**src/assert_macros.svh**
```systemverilog
// Assertion macros shared by the RTL of the indexed insert/erase array.
// Depends on a clock named clk and an active-low reset named arst_n in scope.
`ifndef ASSERT_MACROS_SVH
`define ASSERT_MACROS_SVH

// Check a property at every rising clock edge, off while reset is asserted.
`define ASSERT_CLK(label, prop, msg) \
	label: assert property (@(posedge clk) disable iff (!arst_n) (prop)) else $error(msg);

// Check that an antecedent implies a consequent in the same cycle.
`define ASSERT_IMPLY(label, ante, cons, msg) \
	`ASSERT_CLK(label, (ante) |-> (cons), msg)

`endif

```
**src/iiea_pkg.sv**
```systemverilog
// Package for the indexed insert/erase array: sizes, codes and payload types.
// No dependencies; used by every module of the block.
package iiea_pkg;

	localparam int CAPACITY   = 16;
	localparam int ELEM_WIDTH = 32;

	localparam int IDX_W  = (CAPACITY > 1) ? $clog2(CAPACITY) : 1;
	localparam int CNT_W  = $clog2(CAPACITY + 1);
	localparam int POS_W  = 5;
	localparam int DATA_W = 32;
	localparam int CMP_W  = (POS_W > CNT_W) ? POS_W : CNT_W;

	typedef logic [ELEM_WIDTH-1:0] elem_t;

	typedef enum logic [2:0] {
		OP_APPEND     = 3'd0,
		OP_INSERT     = 3'd1,
		OP_ERASE      = 3'd2,
		OP_READ_INDEX = 3'd3,
		OP_READ_FIRST = 3'd4,
		OP_READ_LAST  = 3'd5
	} opcode_t;

	typedef enum logic [1:0] {
		ST_OK    = 2'd0,
		ST_RANGE = 2'd1,
		ST_FULL  = 2'd2,
		ST_EMPTY = 2'd3
	} status_t;

	typedef struct packed {
		opcode_t            opcode;
		logic [POS_W-1:0]   position;
		logic [DATA_W-1:0]  entry_value;
	} cmd_t;

	typedef struct packed {
		logic [DATA_W-1:0]  read_value;
		status_t            status;
		logic [4:0]         entry_count;
		logic               is_empty;
	} rsp_t;

	// Broadcast to every cell: insert opens a gap at pos, erase closes it.
	typedef enum logic [1:0] {
		SH_HOLD   = 2'd0,
		SH_INSERT = 2'd1,
		SH_ERASE  = 2'd2
	} shift_mode_t;

	typedef struct packed {
		shift_mode_t       mode;
		logic [IDX_W-1:0]  pos;
		elem_t             value;
	} shift_t;

endpackage

```
**src/iiea_cell.sv**
```systemverilog
// One storage cell of the indexed insert/erase array chain.
// Depends on iiea_pkg; loads the new value or a neighbor's value per the broadcast.
module iiea_cell (
	input  logic                   clk,
	input  iiea_pkg::shift_t       shift,
	input  logic [iiea_pkg::IDX_W-1:0] cell_index,
	input  iiea_pkg::elem_t        left_data,
	input  iiea_pkg::elem_t        right_data,
	output iiea_pkg::elem_t        data_q
);
	import iiea_pkg::*;

	always_ff @(posedge clk) begin
		case (shift.mode)
			SH_INSERT: begin
				if (cell_index == shift.pos) begin
					data_q <= shift.value;
				end else if (cell_index > shift.pos) begin
					data_q <= left_data;
				end
			end
			SH_ERASE: begin
				if (cell_index >= shift.pos) begin
					data_q <= right_data;
				end
			end
			default: begin
				data_q <= data_q;
			end
		endcase
	end

endmodule

```
**src/iiea_ctrl.sv**
```systemverilog
// Command decode for the indexed insert/erase array: checks, new count, read select.
// Depends on iiea_pkg; drives the cell broadcast and forms the response.
module iiea_ctrl (
	input  iiea_pkg::cmd_t             cmd,
	input  logic                       fire,
	input  logic [iiea_pkg::CNT_W-1:0] count,
	input  iiea_pkg::elem_t            cell_data [iiea_pkg::CAPACITY],
	output iiea_pkg::shift_t           shift,
	output logic [iiea_pkg::CNT_W-1:0] next_count,
	output iiea_pkg::rsp_t             rsp
);
	import iiea_pkg::*;

	logic [CMP_W-1:0] pos_ext;
	logic [CMP_W-1:0] cnt_ext;
	logic             is_full;
	logic             is_none;
	logic             rd_en;
	logic [IDX_W-1:0] rd_sel;
	status_t          status;
	shift_mode_t      mode;
	logic [IDX_W-1:0] sh_pos;

	assign pos_ext = CMP_W'(cmd.position);
	assign cnt_ext = CMP_W'(count);
	assign is_full = (count == CNT_W'(CAPACITY));
	assign is_none = (count == '0);

	always_comb begin
		status     = ST_OK;
		mode       = SH_HOLD;
		sh_pos     = cmd.position[IDX_W-1:0];
		next_count = count;
		rd_en      = 1'b0;
		rd_sel     = cmd.position[IDX_W-1:0];
		unique case (cmd.opcode)
			OP_APPEND: begin
				if (is_full) begin
					status = ST_FULL;
				end else begin
					mode       = SH_INSERT;
					sh_pos     = IDX_W'(count);
					next_count = count + CNT_W'(1);
				end
			end
			OP_INSERT: begin
				if (pos_ext > cnt_ext) begin
					status = ST_RANGE;
				end else if (is_full) begin
					status = ST_FULL;
				end else begin
					mode       = SH_INSERT;
					next_count = count + CNT_W'(1);
				end
			end
			OP_ERASE: begin
				if (pos_ext >= cnt_ext) begin
					status = ST_RANGE;
				end else begin
					mode       = SH_ERASE;
					next_count = count - CNT_W'(1);
				end
			end
			OP_READ_INDEX: begin
				if (pos_ext >= cnt_ext) begin
					status = ST_RANGE;
				end else begin
					rd_en = 1'b1;
				end
			end
			OP_READ_FIRST: begin
				rd_sel = '0;
				if (is_none) begin
					status = ST_EMPTY;
				end else begin
					rd_en = 1'b1;
				end
			end
			OP_READ_LAST: begin
				rd_sel = IDX_W'(count - CNT_W'(1));
				if (is_none) begin
					status = ST_EMPTY;
				end else begin
					rd_en = 1'b1;
				end
			end
			default: begin
				status = ST_OK;
			end
		endcase
	end

	// Cells move only on an accepted transaction.
	assign shift.mode  = fire ? mode : SH_HOLD;
	assign shift.pos   = sh_pos;
	assign shift.value = elem_t'(cmd.entry_value);

	assign rsp.read_value  = rd_en ? DATA_W'(cell_data[rd_sel]) : '0;
	assign rsp.status      = status;
	assign rsp.entry_count = 5'(next_count);
	assign rsp.is_empty    = (next_count == '0);

endmodule

```
**src/indexed_insert_erase_array.sv**
```systemverilog
// Top level of the indexed insert/erase array: cell chain, count and response register.
// Depends on iiea_pkg, iiea_ctrl, iiea_cell and assert_macros.svh.
//
//   channel | direction | handshake              | payload
//   cmd     | in        | cmd_valid / cmd_ready  | iiea_pkg::cmd_t (opcode, position, value)
//   rsp     | out       | rsp_valid / rsp_ready  | iiea_pkg::rsp_t (value, status, count, empty)
//
// Decode, the shift of the whole cell row and the response are all done at the
// accepting edge, so one transaction per cycle is sustained while rsp_ready is high.
// The response register holds one result; a new command is taken while that result
// is taken in the same cycle, and cmd_ready drops only while a result waits unread.
// Reset clears the entry count and the response valid; cell contents stay undefined
// until written and are never read below the count before being written.
`include "assert_macros.svh"

module indexed_insert_erase_array (
	input  logic            clk,
	input  logic            arst_n,
	input  logic            cmd_valid,
	output logic            cmd_ready,
	input  iiea_pkg::cmd_t  cmd,
	output logic            rsp_valid,
	input  logic            rsp_ready,
	output iiea_pkg::rsp_t  rsp
);
	import iiea_pkg::*;

	logic [CNT_W-1:0] count_q;
	logic [CNT_W-1:0] next_count;
	logic             rsp_valid_q;
	rsp_t             rsp_q;
	rsp_t             rsp_next;
	shift_t           shift;
	logic             fire;
	elem_t            cell_data [CAPACITY];

	// Take a command whenever the response slot is empty or being drained.
	assign cmd_ready = !rsp_valid_q || rsp_ready;
	assign fire      = cmd_valid && cmd_ready;

	iiea_ctrl u_ctrl (
		.cmd        (cmd),
		.fire       (fire),
		.count      (count_q),
		.cell_data  (cell_data),
		.shift      (shift),
		.next_count (next_count),
		.rsp        (rsp_next)
	);

	// Row of cells: on insert each cell above pos takes its left neighbor, on erase each from pos up its right.
	for (genvar g = 0; g < CAPACITY; g++) begin : g_cell
		elem_t left_d;
		elem_t right_d;

		if (g == 0) begin : g_first
			assign left_d = '0;
		end else begin : g_left
			assign left_d = cell_data[g-1];
		end

		if (g == CAPACITY - 1) begin : g_last
			assign right_d = '0;
		end else begin : g_right
			assign right_d = cell_data[g+1];
		end

		iiea_cell u_cell (
			.clk        (clk),
			.shift      (shift),
			.cell_index (IDX_W'(g)),
			.left_data  (left_d),
			.right_data (right_d),
			.data_q     (cell_data[g])
		);
	end

	// Advance the count on every accepted transaction; failed commands leave it.
	always_ff @(posedge clk or negedge arst_n) begin
		if (!arst_n) begin
			count_q <= '0;
		end else if (fire) begin
			count_q <= next_count;
		end
	end

	// Hold the response until taken; load a fresh one on each transaction.
	always_ff @(posedge clk or negedge arst_n) begin
		if (!arst_n) begin
			rsp_valid_q <= 1'b0;
		end else if (fire) begin
			rsp_valid_q <= 1'b1;
		end else if (rsp_ready) begin
			rsp_valid_q <= 1'b0;
		end
	end

	always_ff @(posedge clk) begin
		if (fire) begin
			rsp_q <= rsp_next;
		end
	end

	assign rsp_valid = rsp_valid_q;
	assign rsp       = rsp_q;

	`ASSERT_CLK(a_count_bound, count_q <= CNT_W'(CAPACITY), "entry count past capacity")
	`ASSERT_IMPLY(a_rsp_count, rsp_valid_q, 5'(count_q) == rsp_q.entry_count,
		"pending response count differs from held count")
	`ASSERT_IMPLY(a_full_status, rsp_valid_q && rsp_q.status == ST_FULL,
		count_q == CNT_W'(CAPACITY), "full status while not full")
	`ASSERT_IMPLY(a_value_ok, rsp_valid_q && rsp_q.read_value != '0,
		rsp_q.status == ST_OK, "read value returned on a failed command")

endmodule
```
**config.mk**
```make
export PLATFORM = sky130hd
export DESIGN_NAME = indexed_insert_erase_array
export DESIGN_NICKNAME = d
export VERILOG_FILES = /design/src/iiea_pkg.sv /design/src/iiea_cell.sv /design/src/iiea_ctrl.sv /design/src/indexed_insert_erase_array.sv
export VERILOG_INCLUDE_DIRS = /design/src /design/src/src
export SDC_FILE = /design/constraint.sdc
export NUM_CORES = 1
export LEC_CHECK = 0
export BUFFER_PORTS_ARGS = -buffer_cell sky130_fd_sc_hd__buf_2
export CORE_UTILIZATION = 52
export CTS_CLUSTER_SIZE = 10
export DETAILED_ROUTE_END_ITERATION = 7
export PLACE_DENSITY = 0.68
export SLEW_MARGIN = 20
export SYNTH_ARGS = -nofsm -noshare
export SYNTH_HDL_FRONTEND = slang
export SYNTH_SLANG_ARGS = --single-unit
```
**constraint.sdc**
```tcl
create_clock -name clk -period 13.45 [get_ports clk]
set_input_delay 2.69 -clock clk [delete_from_list [all_inputs] [get_ports clk]]
set_output_delay 2.69 -clock clk [all_outputs]
set_load 0.005 [all_outputs]
```
==> run summary, run 1 <==
The post-route antenna net violation count came out at 0. The arrival time of data at the critical path endpoint was 8490 ps. Slowest cell on the critical path: buf_4. The tools report the count of final setup violators as 0. Synthesis handed over a netlist of 3422 instances.

For the number of buffers on the longest clock path, the log shows 3. Walking the worst path, the cells encountered are buf_4 > ha_1 > nand4_1 > o221ai_1 > nor3_1 > nand2_1 > inv_1 > ha_4 > buf_4 > buf_4 > buf_4 > o21ai_0. TritonCTS built the clock tree.

Hold repair after CTS inserted 0 buffers. The run finished, with violations left. The tools report the terminus of the critical flop-to-flop path as g_cell[1].u_cell.data_q[10]$_DFFE_PP_. From bottom edge to top edge, the die measures 254.9 um. The run gives 0 as the number of instances resized during post-cts repair. Total number of vias: 27514. For the worst flop-to-flop path, the logic depth is 12.

The final reports fail on DRC. The run gives 0.3255 as the total routing resource utilization after global routing. For the final routed database, the setup TNS stands at 0 ps.

The fraction of met1 tracks used by global routing is 0.4390, and the detailed-route DRC error count is 1. The most critical setup path has its endpoint at g_cell[1].u_cell.data_q[10]$_DFFE_PP_. In this run the cell area of the synthesized design comes to 0.03327 mm^2.

Dividing total power by cell area gives a power density of 131.1 mW/mm^2. The floorplan has 92 rows. The worst setup slack before clock tree synthesis was 4814 ps; the area used by multi-input combinational logic was 0.01495 mm^2.

For the number of DRC violations after detailed-routing iteration 0, the log shows 3632. For the maximum number of pins on one net before global-route repair, the log shows 305. Cell at the root of the clock tree: clkbuf_16. The die covers 0.06499 mm^2.

The tools report the total nets after synthesis as 3476. The initial antenna violation count was 10. The share of layout cells above drive strength 1 works out to 0.08243. Slew at the pin with the worst max-slew slack: 1206 ps. The logs give 3355 for the layout net count and 72.39 uV for the maximum VDD drop. The most used flip-flop cell after synthesis is edfxtp_1.

The data required time at the worst endpoint was 13750 ps. Routability-driven placement finished with a final weighted congestion of 0.8725. Before antenna repair, the detailed router went through 8 iterations. The filler cells instantiated in the layout total 5366.

The worst relative slew slack is 0.1959. Met2 track demand over resource: 0.5100. The share of synthesized flip-flops with an asynchronous set or reset was 0.01075; the global-route wire length before repair was 160500 um. During synthesis, Yosys emitted a total of 0 warnings. For the worst-skew pair, the clock arrives at the later sink with an insertion delay of 600 ps. Met3 usage: 0.05878. Max-cap violations in this run came to 0. After global routing, the most crowded layer is met2. After detailed routing, the average wire length per cell comes to 25.50 um. The effective utilization at floorplan is 0.5264. In this run the worst path has a maximum fanout of 125. The library cell used most frequently in the layout, excluding fill and tap cells, is nand2_1.

The delay of the slowest critical-path stage works out to 940 ps. 86 I/O pins were placed. The critical path starts at cmd[33]. The clock transition at the registers of the reported paths works out to 60 ps. Sort of element at the end of the critical path: a flip-flop.

The floorplan core area is 0.06320 mm^2. The shortest clock period the worst path allows after layout is 8193 ps, and the count of buffering cells on the critical path with inverters included is 5. Post-CTS timing repair inserted 0 buffers for setup. The number of vias per cell is 6.596. In this run the critical register-to-register path is launched from count_q[2]$_DFFE_PN0P_. Measured along the x axis, the die boundary spans 254.9 um. The number of distinct library cell variants in the gate-level netlist after synthesis is 61. The clock sink total was 558. The post-DP HPWL was 57400 um. The H-tree generated during clock tree synthesis spans 3 levels. The mean area per synthesized cell is 9.722 um^2, and the flip-flop and latch count after synthesis is 558. The total routed wirelength is 106400 um, and the number of buffers added by the clock tree synthesis step is 67.

The cell family contributing the most delay on the critical path was buffers and inverters. The part of the Yosys area used for sequential elements came out at 0.5028. The number of failing hold endpoints at the final stage came out at 0. Registers take 0.01673 mm^2.

The setup check on the worst reg-to-reg path leaves a slack of 6950 ps. Number of max-slew violations in the final report: 0. The library cells used most frequently in the layout, excluding fill and tap cells, are 855 x nand2_1, 552 x edfxtp_1, 450 x mux2i_1.

Yosys mapped a number of flops with a built-in enable equal to 552. The final setup skew was 24.60 ps. Relative to the synthesized area, the layout overhead comes to 7.537%. The worst path meets setup with 5257 ps of slack. The cell that appears most often on the critical path is buf_4. In this run the worst hold path is classified as reg2reg. The tools report the number of global-route vias before repair as 25943. The critical path crosses 12 cells after its start point.

In this run the static leakage power is 13.93 nW. After global routing the overflow that remains totals 0. For this run, the top clock speed supported by timing is 122.1 MHz.

By startpoint and endpoint, the worst setup path is classified as in2reg. The fraction of the cycle the final worst path needs is 0.6091. STA classifies the critical path startpoint as an input pin. The number of buffers inserted by port buffering came out at 85.

Setup repair after global routing left no endpoint under its margin.
logic make-up after synthesis:
kind of cell / share of synthesized area
and+or+nand+nor: 0.1322
xor gates and xnor gates: 0.001580
buffers and inverters: 0.05593
muxes: 0.1390
AOI/OAI and AO/OA: 0.1647
adders and majority gates: 0.003761
DFF: 0.5028
state kept, by name, indices dropped and copies added, names as in the netlist:
register / flops
g_cell.u_cell.data_q: 512
count_q: 5
rsp: 40
rsp_valid: 1
stage by stage:
stage / cell area [um^2] / util / power (mW) / hold slack, ps / std cells
after global routing: 35780 / 0.5661 / 4.830 / 586.0 / 4171
final: 35780 / 0.5661 / 4.689 / 564.3 / 4171
after CTS: 35740 / 0.5656 / 4.677 / 559.6 / 4169
after floorplan: 33270 / - / 2.738 / 525.1 / 3422
after global placement: 33900 / 0.5365 / 3.034 / 520.1 / 4077
after detailed placement: 33900 / 0.5365 / 3.055 / 548.9 / 4077
report_power, final:
group          switching (mW)  internal [mW]  total, mW
Clock                   0.708          0.932       1.64
Combinational           0.648          0.288      0.936
Sequential             0.0717           2.04       2.11
Total                    1.43           3.26       4.69
synthesized netlist by cell type (2+ instances only):
| cell | number | share of area |
|---|---|---|
| a21o_1 | 2 | 0.00045 |
| inv_1 | 77 | 0.0087 |
| mux2i_2 | 2 | 0.00083 |
| mux2i_1 | 451 | 0.14 |
| buf_6 | 15 | 0.0051 |
| nand3_1 | 132 | 0.020 |
| nor2_1 | 45 | 0.0051 |
| clkbuf_1 | 237 | 0.027 |
| a211o_1 | 3 | 0.00079 |
| nor4_1 | 3 | 0.00056 |
| buf_12 | 3 | 0.0018 |
| edfxtp_1 | 552 | 0.50 |
| or2_2 | 3 | 0.00056 |
| a211oi_1 | 162 | 0.037 |
| o21ai_0 | 366 | 0.055 |
| buf_2 | 31 | 0.0047 |
| a31oi_1 | 36 | 0.0068 |
| mux2_2 | 4 | 0.0014 |
| buf_4 | 32 | 0.0072 |
| and2_1 | 6 | 0.0011 |
| nand2_1 | 859 | 0.097 |
| o21a_1 | 2 | 0.00045 |
| xnor2_1 | 6 | 0.0016 |
| dfrtp_1 | 6 | 0.0045 |
| ha_1 | 10 | 0.0038 |
| or3_1 | 3 | 0.00056 |
| nand2b_1 | 12 | 0.0023 |
| buf_1 | 14 | 0.0016 |
| a22o_1 | 32 | 0.0084 |
| o21ai_1 | 99 | 0.015 |
| and3_1 | 2 | 0.00038 |
| nand2_2 | 8 | 0.0015 |
| o21bai_1 | 2 | 0.00045 |
| nor3_1 | 3 | 0.00045 |
| a311oi_1 | 96 | 0.025 |
| o221ai_1 | 2 | 0.00053 |
| nor2b_1 | 3 | 0.00056 |
| a21oi_1 | 78 | 0.012 |
final cells by class:
class / instances / share of cell area
Sequential cell: 558 / 0.4675
Inverter: 77 / 0.008114
Timing Repair Buffer: 143 / 0.02539
Clock buffer: 86 / 0.05061
Multi-Input combinational cell: 2454 / 0.4178
Clock inverter: 6 / 0.0009093
Antenna cell: 1 / 0.00006995
Tap cell: 846 / 0.02959
worst register-to-register path: stages (launching register included):
cell and delay, ps:
dfrtp_1 650, inv_1 250, ha_1 360, a21oi_1 220, o221ai_1 350, nor3_1 310
nand2_1 130, inv_1 150, ha_4 810, buf_4 760, buf_4 970, buf_4 950
o21ai_0 300
how the worst min path moves through the flow:
stage | start | endpoint | cells past startpoint
after global routing | g_cell[15].u_cell.data_q[22]$_SDFFCE_PP0P_ | g_cell[14].u_cell.data_q[22]$_DFFE_PP_ | 2
after global placement | rsp_valid$_DFFE_PN0P_ | rsp_valid$_DFFE_PN0P_ | 2
after CTS | g_cell[13].u_cell.data_q[3]$_DFFE_PP_ | g_cell[12].u_cell.data_q[3]$_DFFE_PP_ | 2
after detailed placement | g_cell[15].u_cell.data_q[22]$_SDFFCE_PP0P_ | g_cell[14].u_cell.data_q[22]$_DFFE_PP_ | 2
final | g_cell[15].u_cell.data_q[19]$_SDFFCE_PP0P_ | g_cell[14].u_cell.data_q[19]$_DFFE_PP_ | 2
after floorplan | g_cell[13].u_cell.data_q[0]$_DFFE_PP_ | g_cell[12].u_cell.data_q[0]$_DFFE_PP_ | 2
layer usage:
| metal | vias up | share of wire |
|---|---|---|
| met4 | 14 | 0.046 |
| met5 | - | 0.00071 |
| met3 | 356 | 0.10 |
| li1 | 12223 | - |
| met2 | 1666 | 0.45 |
| met1 | 13255 | 0.39 |
Note: power is estimated with default switching activity, not from simulation.
==> run 2, diff against run 1 <==
--- a/config.mk
+++ b/config.mk
@@ -10,7 +10,7 @@
 export CORE_UTILIZATION = 52
 export CTS_CLUSTER_SIZE = 10
 export DETAILED_ROUTE_END_ITERATION = 7
-export PLACE_DENSITY = 0.68
+export PLACE_DENSITY = 0.71
 export SLEW_MARGIN = 20
 export SYNTH_ARGS = -nofsm -noshare
 export SYNTH_HDL_FRONTEND = slang
==> constraint.sdc (replaced) <==
create_clock -name clk -period 7.5 [get_ports clk]
set_input_delay 1.5 -clock clk [delete_from_list [all_inputs] [get_ports clk]]
set_output_delay 1.5 -clock clk [all_outputs]
set_load 0.005 [all_outputs]
==> run summary, run 2 (synthesis results as in run 1) <==
The post-route antenna net violation count was 0 (unchanged); the clock power share was 0.350 (about the same). The startpoint kind of the worst setup timing path is an input pin. Setup repair after global routing left no endpoint under its margin. The largest driver fanout on the critical path is 18 (-86%), and the total routing resource utilization after global routing is 0.3302 (+0.004761).

The number of inserted filler cells in the final layout is 5366 (unchanged). The clock transition at the registers of the reported paths came out at 50 ps (about the same). The final worst slack came out at 1889 ps (-3368 ps).

TritonCTS built the clock tree. The hold buffer count at cts is 0 (unchanged). The run gives 8.446 mW (+80%) as the total power of the final layout. The count of standard-cell rows came out at 92 (unchanged). The total power density per cell area is 234.9 mW/mm^2 (+79%). Total iterations of the first detailed-routing run: 8 (unchanged). The arrival time of data at the critical path endpoint is 5850 ps (-2640 ps). The tools report the number of max-slew violations in the final report as 0 (unchanged). The worst hold path depth is 2 (unchanged), and the switching share of power is 0.3076 (+0.003267).

Number of failing hold endpoints at the final stage: 0 (unchanged). The cell at the root of the clock tree is clkbuf_16. The fraction of the cycle the final worst path needs is 0.7481, and the count of placed standard cells in the final layout, fillers left out is 4182 (+0.26%).

The proportion of power drawn by combinational gates came out at 0.202 (+0.002). The run gives 3366 (+0.33%) as the layout net count. Maximum VDD drop: 138.3 uV (+91%). The clock sink total is 558 (unchanged). The class of the tightest hold or removal check was reg2reg. For the worst hold slack, the log shows 548.2 ps (-16.12 ps).

Insertion delay to the later sink of the worst-skew pair: 630 ps (+30 ps). The library cell used most frequently in the layout, excluding fill and tap cells, is nand2_1. The run gives 26323 (+1.5%) as the number of global-route vias before repair. Number of vias per cell: 6.678 (+1.2%). The run finished with clean final reports. The run gives 0.06499 mm^2 (unchanged) as the floorplan die area. For the number of DRC violations after detailed-routing iteration 0, the log shows 3859 (+6.3%). The number of setup buffers added after CTS is 0 (unchanged).

Relative to the synthesized area, the layout overhead comes to 8.086%. The logs give 14.01 nW (+0.57%) for the leakage dissipation and 4089 (+0.29%) for the total placed cells including tap cells. The register with the most flip-flops was g_cell.u_cell.data_q. The floorplan core area was 0.06320 mm^2 (unchanged).

The worst relative slew slack is 0.2439 (+0.04805), and the cell-internal power is 5.848 mW (+79%). The critical path start-end classification is in2reg. The total grt overflow was 0 (unchanged). The slew at the pin with the worst max-slew slack is 1130 ps (-76.08 ps), and the portion of total power attributed to sequential cells is 0.448 (-0.003). The tools report the data required time at the worst endpoint as 7740 ps (-6010 ps). The number of flip-flops in the largest register works out to 512 (unchanged). The number of cell instances on the worst register-to-register path was 11 (-1); the total number of vias was 27927 (+1.5%). The mean routed wirelength per cell was 25.92 um (+1.6%). Leaving out fill and tap cells, the most frequent cells in the layout are 855 x nand2_1, 552 x edfxtp_1, 450 x mux2i_1.

The number of buffers inserted by port buffering was 85 (unchanged); the worst setup slack before clock tree synthesis was 1446 ps (-3368 ps). For the final sum of negative setup slack, the log shows 0 ps (unchanged). The share of layout cells above drive strength 1 was 0.08641 (+0.003978); the vertical die dimension was 254.9 um (unchanged). The effective utilization at floorplan was 0.5264 (unchanged); the count of final setup violators was 0 (unchanged). The run gives 60580 um (+5.5%) as the post-DP HPWL.

For the number of H-tree levels, the log shows 3 (unchanged). The net switching power of the design is 2.598 mW (+82%). The sort of element at the end of the critical path is a flip-flop.

The number of instances resized during post-cts repair is 0 (unchanged). The total routed wirelength was 108400 um (+1.9%); the shortest clock period the worst path allows after layout was 5611 ps. The logs give 67 (unchanged) for the number of buffers added by the clock tree synthesis step and 178.2 MHz for the peak clock frequency supported by timing. The final setup skew came out at 31.74 ps (+7.136 ps). The detailed-route DRC error count was 0 (-1); the maximum number of pins on one net before global-route repair was 259 (-15%). The initial antenna violation count was 10 (unchanged); the overall die width was 254.9 um (unchanged).

For the boundary pin count, the log shows 86 (unchanged). The global-route wire length before repair was 162000 um (+0.90%). The total of max-cap violations was 0 (unchanged); the number of buffers on the longest clock path was 3 (unchanged). The tools report the placer congestion estimate as 0.9211 (+5.6%).
## run 2: worst paths after layout
kind                                        start                                    end  slack [ps]
max in group asynchronous                  arst_n                 count_q[1]$_DFFE_PN0P_        6620
max                                       cmd[34]  g_cell[2].u_cell.data_q[17]$_DFFE_PP_        1890
min in group asynchronous                  arst_n                 count_q[4]$_DFFE_PN0P_         710
min                         rsp_valid$_DFFE_PN0P_                  rsp_valid$_DFFE_PN0P_         550
max reg2reg                count_q[2]$_DFFE_PN0P_  g_cell[2].u_cell.data_q[17]$_DFFE_PP_        2070
min reg2reg                 rsp_valid$_DFFE_PN0P_                  rsp_valid$_DFFE_PN0P_         550
## run 2: critical path, stage by stage
cell and delay [ps]:
buf_2 190, ha_1 340, nand4_1 190, o221ai_1 490, a21oi_1 200, and2_1 200, ha_1 640, inv_2 150
o21ai_0 370, a21oi_4 970, buf_4 580
## run 2: power groups by stage
stage / combinational [mW] / sequential, mW / clock, mW
6_report: 1.70 / 3.79 / 2.96
5_1_grt: 1.80 / 3.80 / 3.08
4_1_cts: 1.66 / 3.78 / 2.99
2_1_floorplan: 1.12 / 3.80 / 0
3_3_place_gp: 1.62 / 3.84 / 0
3_5_place_dp: 1.65 / 3.84 / 0
## run 2: cell type report
cell class	instances	area [um^2]	area share
antenna	3	7.507	0.0002088
tap	846	1059	0.02944
timing repair buffer	154	1079	0.02999
sequential	558	16730	0.4652
multi-input combinational	2454	14950	0.4156
inverter	77	289.0	0.008038
clock inverter	9	81.33	0.002262
clock buffer	81	1772	0.04927
## run 2: layer usage
metal	routed length, um	track usage	share of wire	vias up
li1	-	-	-	12247
met1	40760	0.4366	0.38	13314
met2	49160	0.5163	0.45	1971
met3	12470	0.05899	0.12	381
met4	5921	0.1791	0.055	14
met5	85	0	0.00078	-
## run 2: stage by stage
step                      area [um^2]    util
after floorplan                 33270       -
after global placement          34090  0.5394
after detailed placement        34090  0.5394
after CTS                       35940  0.5688
after global routing            35960  0.5690
final                           35960  0.5690
